`src/rtl/s5rp_pkg.sv`:
```
// ----------------------------------------------------------------------------
// s5rp_pkg
// Types and constants shared by the SOCKS5 request parser.
// ----------------------------------------------------------------------------
package s5rp_pkg;

	typedef enum logic [2:0] {
		PH_VER  = 3'd0,
		PH_CMD  = 3'd1,
		PH_RSV  = 3'd2,
		PH_ATYP = 3'd3,
		PH_ADDR = 3'd4,
		PH_PORT = 3'd5,
		PH_DONE = 3'd6,
		PH_ERR  = 3'd7
	} phase_t;

	localparam logic [7:0] SOCKS_VER = 8'd5;
	localparam logic [7:0] CMD_MIN   = 8'd1;
	localparam logic [7:0] CMD_MAX   = 8'd3;
	localparam logic [7:0] RSV_VAL   = 8'h00;
	localparam logic [7:0] ATYP_V4   = 8'd1;
	localparam logic [7:0] ATYP_NAME = 8'd3;
	localparam logic [7:0] ATYP_V6   = 8'd4;
	localparam logic [7:0] V4_LEN    = 8'd4;
	localparam logic [7:0] V6_LEN    = 8'd16;
	localparam logic [7:0] PORT_LEN  = 8'd2;

	localparam logic [1:0] ST_BUSY = 2'd0;
	localparam logic [1:0] ST_DONE = 2'd1;
	localparam logic [1:0] ST_ERR  = 2'd2;

	typedef struct packed {
		logic [1:0]  status;
		logic [1:0]  command;
		logic [7:0]  addr_type;
		logic        addr_valid;
		logic [7:0]  addr_byte;
		logic [7:0]  addr_index;
		logic [7:0]  fqdn_length;
		logic [15:0] port;
	} res_t;

endpackage

```
`src/rtl/socks5_request_parser.sv`:
```
// ----------------------------------------------------------------------------
// socks5_request_parser
// Walks a SOCKS5 request one byte per word and reports the parse state.
// ----------------------------------------------------------------------------
// One byte is accepted per cycle while the input does not stall and gives one
// result word, which shows the parse state after that byte. That word is
// registered with the parse state when the byte is accepted. An output
// register with a skid register behind it lets the block keep taking bytes
// while a result waits; the input stalls only when both are full.
module socks5_request_parser
	import s5rp_pkg::*;
(
	input  logic        clk,
	input  logic        arst_n,
	input  logic        req_valid,
	output logic        req_stall,
	input  logic [7:0]  byte_in,
	output logic        res_valid,
	input  logic        res_stall,
	output logic [1:0]  status,
	output logic [1:0]  command,
	output logic [7:0]  addr_type,
	output logic        addr_valid,
	output logic [7:0]  addr_byte,
	output logic [7:0]  addr_index,
	output logic [7:0]  fqdn_length,
	output logic [15:0] port
);

	phase_t      phase_q, phase_d;
	logic [7:0]  left_q, left_d;
	logic        await_q, await_d;
	logic [1:0]  cmd_q, cmd_d;
	logic [7:0]  type_q, type_d;
	logic [7:0]  pos_q, pos_d;
	logic [7:0]  nlen_q, nlen_d;
	logic [15:0] port_q, port_d;

	res_t res_d, out_q, skid_q;
	logic out_valid_q, skid_valid_q;
	logic accept, out_take;
	logic [7:0] left_dec;

	assign accept    = req_valid && !skid_valid_q;
	assign out_take  = out_valid_q && !res_stall;
	assign req_stall = skid_valid_q;
	assign left_dec  = left_q - 8'd1;

	always_comb begin
		phase_d = phase_q;
		left_d  = left_q;
		await_d = await_q;
		cmd_d   = cmd_q;
		type_d  = type_q;
		pos_d   = pos_q;
		nlen_d  = nlen_q;
		port_d  = port_q;
		res_d.addr_valid = 1'b0;
		res_d.addr_byte  = 8'd0;
		res_d.addr_index = 8'd0;
		unique case (phase_q)
			PH_VER: begin
				phase_d = (byte_in == SOCKS_VER) ? PH_CMD : PH_ERR;
			end
			PH_CMD: begin
				if (byte_in >= CMD_MIN && byte_in <= CMD_MAX) begin
					cmd_d   = byte_in[1:0];
					phase_d = PH_RSV;
				end else begin
					phase_d = PH_ERR;
				end
			end
			PH_RSV: begin
				phase_d = (byte_in == RSV_VAL) ? PH_ATYP : PH_ERR;
			end
			PH_ATYP: begin
				type_d = byte_in;
				pos_d  = 8'd0;
				nlen_d = 8'd0;
				priority if (byte_in == ATYP_V4) begin
					left_d  = V4_LEN;
					phase_d = PH_ADDR;
				end else if (byte_in == ATYP_V6) begin
					left_d  = V6_LEN;
					phase_d = PH_ADDR;
				end else if (byte_in == ATYP_NAME) begin
					await_d = 1'b1;
					left_d  = 8'd0;
					phase_d = PH_ADDR;
				end else begin
					phase_d = PH_ERR;
				end
			end
			PH_ADDR: begin
				if (await_q) begin
					await_d = 1'b0;
					nlen_d  = byte_in;
					if (byte_in == 8'd0) begin
						left_d  = PORT_LEN;
						phase_d = PH_PORT;
					end else begin
						left_d = byte_in;
					end
				end else begin
					res_d.addr_valid = 1'b1;
					res_d.addr_byte  = byte_in;
					res_d.addr_index = pos_q;
					pos_d = pos_q + 8'd1;
					if (left_dec == 8'd0) begin
						left_d  = PORT_LEN;
						phase_d = PH_PORT;
					end else begin
						left_d = left_dec;
					end
				end
			end
			PH_PORT: begin
				port_d = {port_q[7:0], byte_in};
				left_d = left_dec;
				if (left_dec == 8'd0) begin
					phase_d = PH_DONE;
				end
			end
			PH_DONE, PH_ERR: begin
			end
			default: begin
			end
		endcase
		unique case (phase_d)
			PH_DONE: res_d.status = ST_DONE;
			PH_ERR:  res_d.status = ST_ERR;
			default: res_d.status = ST_BUSY;
		endcase
		res_d.command     = cmd_d;
		res_d.addr_type   = type_d;
		res_d.fqdn_length = nlen_d;
		res_d.port        = port_d;
	end

	always_ff @(posedge clk or negedge arst_n) begin
		if (!arst_n) begin
			phase_q <= PH_VER;
			left_q  <= 8'd0;
			await_q <= 1'b0;
			cmd_q   <= 2'd0;
			type_q  <= 8'd0;
			pos_q   <= 8'd0;
			nlen_q  <= 8'd0;
			port_q  <= 16'd0;
		end else if (accept) begin
			phase_q <= phase_d;
			left_q  <= left_d;
			await_q <= await_d;
			cmd_q   <= cmd_d;
			type_q  <= type_d;
			pos_q   <= pos_d;
			nlen_q  <= nlen_d;
			port_q  <= port_d;
		end
	end

	always_ff @(posedge clk or negedge arst_n) begin
		if (!arst_n) begin
			out_valid_q  <= 1'b0;
			skid_valid_q <= 1'b0;
		end else if (!out_valid_q || out_take) begin
			if (skid_valid_q) begin
				out_valid_q  <= 1'b1;
				skid_valid_q <= 1'b0;
			end else begin
				out_valid_q <= accept;
			end
		end else if (accept) begin
			skid_valid_q <= 1'b1;
		end
	end

	always_ff @(posedge clk) begin
		if (!out_valid_q || out_take) begin
			if (skid_valid_q) begin
				out_q <= skid_q;
			end else if (accept) begin
				out_q <= res_d;
			end
		end else if (accept) begin
			skid_q <= res_d;
		end
	end

	assign res_valid   = out_valid_q;
	assign status      = out_q.status;
	assign command     = out_q.command;
	assign addr_type   = out_q.addr_type;
	assign addr_valid  = out_q.addr_valid;
	assign addr_byte   = out_q.addr_byte;
	assign addr_index  = out_q.addr_index;
	assign fqdn_length = out_q.fqdn_length;
	assign port        = out_q.port;

	a_skid_needs_out: assert property (@(posedge clk) disable iff (!arst_n)
		skid_valid_q |-> out_valid_q)
		else $error("skid register holds a word while the output register is empty");

	a_addr_busy: assert property (@(posedge clk) disable iff (!arst_n)
		(res_valid && addr_valid) |-> (status == ST_BUSY))
		else $error("address byte reported with a finished status");

	a_final_holds: assert property (@(posedge clk) disable iff (!arst_n)
		(phase_q == PH_DONE || phase_q == PH_ERR) |=> $stable(phase_q))
		else $error("parser left its final state without reset");

	a_await_phase: assert property (@(posedge clk) disable iff (!arst_n)
		await_q |-> (phase_q == PH_ADDR))
		else $error("length byte pending outside the address phase");

endmodule

```
`config.mk`:
```
export PLATFORM = sky130hd
export DESIGN_NAME = socks5_request_parser
export DESIGN_NICKNAME = d
export VERILOG_FILES = /design/src/rtl/s5rp_pkg.sv /design/src/rtl/socks5_request_parser.sv
export SDC_FILE = /design/constraint.sdc
export NUM_CORES = 1
export LEC_CHECK = 0
export BUFFER_PORTS_ARGS = -buffer_cell sky130_fd_sc_hd__buf_2
export CORE_AREA = 2 2 139 141
export DETAILED_ROUTE_END_ITERATION = 10
export DIE_AREA = 0 0 141 143
export PLACE_DENSITY = 0.56
export SLEW_MARGIN = 0
export SYNTH_ARGS = -nofsm -noshare
export SYNTH_HDL_FRONTEND = slang
export SYNTH_SLANG_ARGS = --single-unit
```
`constraint.sdc`:
```
create_clock -name clk -period 10.5 [get_ports clk]
set_clock_uncertainty 0.05 [all_clocks]
set_input_delay 1.05 -clock clk [delete_from_list [all_inputs] [get_ports clk]]
set_output_delay 1.05 -clock clk [all_outputs]
set_load 0.005 [all_outputs]
```
== Word level (Yosys, flattened, before mapping) ==
Cells that the tools add are included.

* Add/subtract/negate cells: 2
* $lt $le $gt $ge: 2
* Equal/unequal tests: 16
* Muxes and demuxes: 38
* Bitwise gates (word level): 1
* Reduce and logical (&&, ||, !) cells: 19

{| class="wikitable"
|+ Operators by type and width
! cell !! count
|-
| two-way mux 53 bit || 2
|-
| two-way mux 8 bit || 9
|-
| two-way mux 17 bit || 2
|-
| case mux 8 bit (2 select lines) || 2
|-
| case mux 8 bit (3 select lines) || 1
|-
| two-way mux 3 bit || 7
|-
| case mux 3 bit (6 select lines) || 1
|-
| == test 8 x 3 -> 1 bit (second input constant) || 2
|-
| logical NOT 8 bit || 2
|-
| two-way mux 16 bit || 1
|-
| == test 3 bit (second input constant) || 4
|-
| two-way mux 2 bit || 5
|-
| adder 8 x 1 -> 8 bit (second input constant) || 1
|-
| == test 8 x 1 -> 1 bit (second input constant) || 1
|-
| == test 8 x 2 -> 1 bit (second input constant) || 1
|-
| >= comparator 8 x 1 -> 1 bit (second input constant) || 1
|-
| <= comparator 8 x 2 -> 1 bit (second input constant) || 1
|-
| != test 2 bit (second input constant) || 4
|-
| subtractor 8 x 1 -> 8 bit (second input constant) || 1
|-
| == test 3 x 2 -> 1 bit (second input constant) || 2
|-
| two-way mux 1 bit || 6
|-
| AND reduction 3 bit || 2
|-
| nonzero test 2 bit || 3
|-
| AND reduction 5 bit || 1
|-
| other kinds (11) || 16
|}

* Bits in registers: 162
* Word-level logic and storage cells: 104

== Depth between registers and ports, before layout ==
* Depth in word-level cells: 9
* Depth in mapped cells: 8

== Worst setup path after synthesis ==
Ideal clock, no wire load.

* Path kind: in2reg
* Start point: input port req_valid
* End point: register out_q (netlist bit addr_byte[0]), enable pin
* Arrival: 3.690 ns
* Data required time: 9.969 ns
* Setup slack: 6.278 ns
* Cell stages on the path: 2
* Path buffers: 0
* Cells stage by stage: nor2_1 -> a21oi_1

* Longest elaborated chain between the ends: 3

{| class="wikitable"
|+ Ends and longest elaborated chain
! what !! RTL line !! source
|-
| from (decl) || socks5_request_parser.sv:15 || <nowiki>input logic req_valid,</nowiki>
|-
| logical AND 1 bit || socks5_request_parser.sv:44 || <nowiki>assign accept = req_valid && !skid_valid_q;</nowiki>
|-
| nonzero test 2 bit (no source line) || - ||
|-
| AND reduction 2 bit (no source line) || - ||
|-
| to (signal assigned) || socks5_request_parser.sv:181 || <nowiki>out_q <= skid_q;</nowiki>
|-
| to (signal assigned) || socks5_request_parser.sv:183 || <nowiki>out_q <= res_d;</nowiki>
|-
| to (decl) || socks5_request_parser.sv:39 || <nowiki>res_t res_d, out_q, skid_q;</nowiki>
|}

Every way passes these cells.
A chain may end at the register's enable or synchronous reset.

== Worst setup path in the final report ==
* Start point: register phase_q[2]
* End point: register out_q (netlist bit port[3]), data pin

* Longest elaborated chain between the ends: 4

{| class="wikitable"
|+ Ends and longest elaborated chain
! what !! RTL line !! source
|-
| from (decl) || socks5_request_parser.sv:30 || <nowiki>phase_t phase_q, phase_d;</nowiki>
|-
| from (signal assigned) || socks5_request_parser.sv:151 || <nowiki>phase_q <= phase_d;</nowiki>
|-
| == test 3 bit || socks5_request_parser.sv:61 || <nowiki>unique case (phase_q)</nowiki>
|-
| two-way mux 16 bit || socks5_request_parser.sv:61 ||
|-
| named net port_d[3] || socks5_request_parser.sv:37 || <nowiki>logic [15:0] port_q, port_d;</nowiki>
|-
| two-way mux 53 bit || socks5_request_parser.sv:182 || <nowiki>end else if (accept) begin</nowiki>
|-
| two-way mux 53 bit || socks5_request_parser.sv:180 || <nowiki>if (skid_valid_q) begin</nowiki>
|}

The timed path passes the listed nets, and every way through them passes these cells. The select of a mux whose other input is x is not followed.

==> impl_summary.log <==
[metrics] number of standard cells after synthesis: 579
[metrics] kind of capture point of the worst setup path: flip-flop
[metrics] Boundary Pins: 67
[metrics] DRC Markers: 0
[metrics] initial cell density of the core: 39.56%
[metrics] Filler cells: 1684
[metrics] setup repair after global routing missed its margin: no
[metrics] Post-Route Setup TNS: 0 ns
[metrics] Highest Clock Rate: 342.7 MHz
[metrics] Hold WS: 0.4188 ns
[metrics] Critical Path AT: 3.04 ns
[metrics] number of global-route vias before repair: 4852
[metrics] number of vias per cell: 5.272
[metrics] post-route standard cell area excluding fillers: 8382 µm²
[metrics] setup violation total in the final timing report: 0
[metrics] final cycle utilization of the critical path: 27.79%
[metrics] number of maximum-capacitance constraint violations: 0
[metrics] final slew viol count: 0
[metrics] Final GP Congestion: 0.8450
[metrics] post-synthesis simple-gate area fraction: 12.85%
[metrics] R2R cell count: 4
[metrics] initial antenna violation count: 0
[metrics] Antenna Nets Post-Route: 0
[metrics] number of distinct library cells after synthesis: 65
[metrics] Antenna Diode Count: 0
[metrics] slew at the pin with the worst max-slew slack: 0.8910 ns
[metrics] EDFF count, synth: 106
[metrics] sequential share of the synthesized area: 62.37%
[metrics] run status: finished, final reports clean
[metrics] adder-cell share of the synthesized area: 0.5106%
[metrics] Post-Syn Area: 7351 µm²
[metrics] cell repeated most along the worst path: sky130_fd_sc_hd__mux2_2
[metrics] Port Buffers: 66
[metrics] number of instances resized during post-cts repair: 0
[metrics] parity-gate share of the synthesized area counting xor and xnor cells: 0.3574%
[metrics] PnR Total Power: 1.841 mW
[metrics] Cell Count Post-Placement: 854
[metrics] prevailing post-synth register cell: sky130_fd_sc_hd__edfxtp_1
[metrics] list of cells traversed by the critical path: nor2b_1, nand2_1, mux2_2, mux2_2
[metrics] Routed WL per cell: 17.81 µm
[metrics] pin count of the biggest net entering global routing: 57
[metrics] Leak: 3.408 nW
[metrics] Largest stage delay, worst path: 0.74 ns
[metrics] core outline area: 18580 µm²
[metrics] count of buffers added by post-CTS timing repair for setup: 0
[metrics] count of nets after finishing: 654
[metrics] total number of yosys warnings: 0
[metrics] relative slew slack: 39.98%
[metrics] share of cell area taken by muxes after synthesis: 11.32%
[metrics] largest family of logic cells by synthesized area: simple AND/OR/NAND/NOR gates
[metrics] Clk pin slew, worst setup/hold paths: 0.06 ns
[metrics] share of async-settable or async-resettable flops after synthesis: 34.57%
[metrics] power density over the cells: 219.6 nW/µm²
[metrics] CP max-delay cell: sky130_fd_sc_hd__dfrtp_1
[metrics] Die X: 141 µm
[metrics] minimum period implied by the final worst setup slack: 2.918 ns
[metrics] overall track demand over capacity in global routing: 16.63%
[metrics] CTS tree: built
[metrics] clock latency at the later pin of the worst-skew pair: 0.42 ns
[metrics] standard-cell rows: 50
[metrics] Sinks on Clock Net: 162
[metrics] critical path class: reg2reg
[metrics] startpoint class of the critical path: flip-flop
[metrics] net count after synthesis: 594
[metrics] final hold violations: 0
[metrics] count of hold-fix buffers inserted at cts: 0
[metrics] area grow syn2layout: 14.03%
[metrics] synthesized flop and latch total: 162
[metrics] wire length of the first global-routing pass: 25.86 mm
[metrics] Clk Tree Root Cell: sky130_fd_sc_hd__clkbuf_16
[metrics] number of H-tree levels: 4
[metrics] mean cell area of the mapped netlist: 12.70 µm²
[metrics] count of non-filler cells in the finished layout: 886
[metrics] HPWL Detailed: 9.968 mm
[metrics] vias after detailed routing: 4671
[metrics] number of detailed-route iterations in the first pass: 4
[metrics] cell depth of the worst hold path: 2
[metrics] worst-path fanout max: 22
[metrics] total CTS buffers: 17
[metrics] Total Routed Length: 15.78 mm
[metrics] die area: 20160 µm²
[metrics] share of cells above drive strength 1: 29.91%
[metrics] Vert. Die Dim: 143 µm
[metrics] Iteration-0 DRC Markers: 409
[metrics] required time of the worst setup path: 10.62 ns
[metrics] Bufs on Longest Clock Path: 2
[metrics] cell area after placement: 7863 µm²
[metrics] Worst Hold Class: reg2reg
[metrics] maximum resistive drop on vdd: 0.1235 mV
[metrics] global route total overflow: 0
[metrics] synthesized-area fraction occupied by ao, oa, aoi and oai cells: 9.379%
[Yosys cell counts, types with 6 or more instances]
| master | instances | area share, % |
|---|---|---|
| sky130_fd_sc_hd__a21oi_1 | 7 | 0.48 |
| sky130_fd_sc_hd__and2_1 | 16 | 1.4 |
| sky130_fd_sc_hd__clkbuf_1 | 16 | 0.82 |
| sky130_fd_sc_hd__dfrtp_1 | 56 | 19 |
| sky130_fd_sc_hd__edfxtp_1 | 106 | 43 |
| sky130_fd_sc_hd__inv_1 | 8 | 0.41 |
| sky130_fd_sc_hd__mux2_2 | 73 | 11 |
| sky130_fd_sc_hd__nand2_1 | 110 | 5.6 |
| sky130_fd_sc_hd__nor2_1 | 26 | 1.3 |
| sky130_fd_sc_hd__nor3_1 | 7 | 0.48 |
| sky130_fd_sc_hd__o21ai_0 | 36 | 2.5 |
| sky130_fd_sc_hd__o221ai_1 | 6 | 0.71 |
[worst max-delay path, delay by kind of cell (launching register included)]
| kind | cells | cell delay (ns) |
|---|---|---|
| AND/OR/NAND/NOR | 2 | 1.12 |
| flip-flops | 1 | 0.74 |
| multiplexers | 2 | 0.74 |
[registers in the layout, summed over array words and instances (netlist names)]
register,flops
addr_type,8
port,16
addr_index,8
port_q,16
type_q,8
fqdn_length,8
nlen_q,8
cmd_q,2
res_valid,1
pos_q,8
await_q,1
status,2
command,2
phase_q,3
addr_valid,1
skid_q,53
left_q,8
req_stall,1
addr_byte,8
[final cells by class]
type                       count  area, µm²  area share (%)
inverter                       8      30.03          0.3583
clock buffer                  23      457.9           5.463
sequential                   162       4584           54.69
tap                          234      292.8           3.493
clock inverter                 9      61.31          0.7315
timing repair buffer          75      397.9           4.747
multi-input combinational    375       2557           30.51
[path summary, 6_finish.rpt]
check	slack [ns]	startpoint	end
setup reg to reg	7.58	phase_q[2]$_DFFE_PN0P_	port[3]$_DFFE_PP_
min in group asynchronous	0.74	arst_n	nlen_q[1]$_DFFE_PN0P_
hold / removal	0.42	port_q[14]$_DFFE_PN0P_	port_q[14]$_DFFE_PN0P_
hold reg to reg	0.42	port_q[14]$_DFFE_PN0P_	port_q[14]$_DFFE_PN0P_
setup / recovery	7.58	phase_q[2]$_DFFE_PN0P_	port[3]$_DFFE_PP_
max in group asynchronous	9.13	arst_n	port_q[2]$_DFFE_PN0P_
[per-stage QoR]
| step | setup slack, ns | utilization [%] |
|---|---|---|
| final | 7.582 | 45.11 |
| after global routing | 7.350 | 45.11 |
| after CTS | 7.522 | 45.11 |
| after detailed placement | 7.447 | 42.32 |
| after global placement | 7.476 | 42.32 |
| after floorplan | 6.278 | - |
[power breakdown]
group | internal, mW | switching [mW]
sequential | 0.825 | 0.0681
clock | 0.308 | 0.245
combinational | 0.180 | 0.214
total | 1.31 | 0.527
[cells by family (layout without fill, tap and decap cells)]
group                    after synthesis  after routing
AO/OA/AOI/OAI                         95             95
XOR/XNOR                               3              3
adder cells (fa/ha/maj)                3              3
buffers and inverters                 42            115
flip-flops                           162            162
multiplexers                          74             74
AND/OR/NAND/NOR                      200            200
[routing by layer]
metal / routed length (µm) / GRT usage, %
met1: 7437 / 22.03
met2: 7655 / 27.32
met3: 545 / 3.722
met4: 138 / 5.474
met5: 0 / 0
[layout by cell type (no fill, tap or decap), types with 3 or more instances in the layout]
cell	n
sky130_fd_sc_hd__a21o_1	5
sky130_fd_sc_hd__a21oi_1	6
sky130_fd_sc_hd__a22o_1	4
sky130_fd_sc_hd__a31oi_1	4
sky130_fd_sc_hd__and2_1	16
sky130_fd_sc_hd__and3_1	3
sky130_fd_sc_hd__buf_2	66
sky130_fd_sc_hd__buf_4	9
sky130_fd_sc_hd__clkbuf_1	5
sky130_fd_sc_hd__clkbuf_16	17
sky130_fd_sc_hd__clkinv_2	3
sky130_fd_sc_hd__clkinvlp_4	5
sky130_fd_sc_hd__dfrtp_1	56
sky130_fd_sc_hd__edfxtp_1	106
sky130_fd_sc_hd__ha_1	3
sky130_fd_sc_hd__inv_1	7
sky130_fd_sc_hd__mux2_2	73
sky130_fd_sc_hd__nand2_1	110
sky130_fd_sc_hd__nand2b_1	4
sky130_fd_sc_hd__nand3_1	4
sky130_fd_sc_hd__nand4_1	5
sky130_fd_sc_hd__nor2_1	25
sky130_fd_sc_hd__nor3_1	7
sky130_fd_sc_hd__o21ai_0	36
sky130_fd_sc_hd__o21ai_1	3
sky130_fd_sc_hd__o221ai_1	6
sky130_fd_sc_hd__o31ai_1	3
sky130_fd_sc_hd__o41ai_1	3
sky130_fd_sc_hd__or3_1	3
Note: power is estimated with default switching activity, not from simulation.
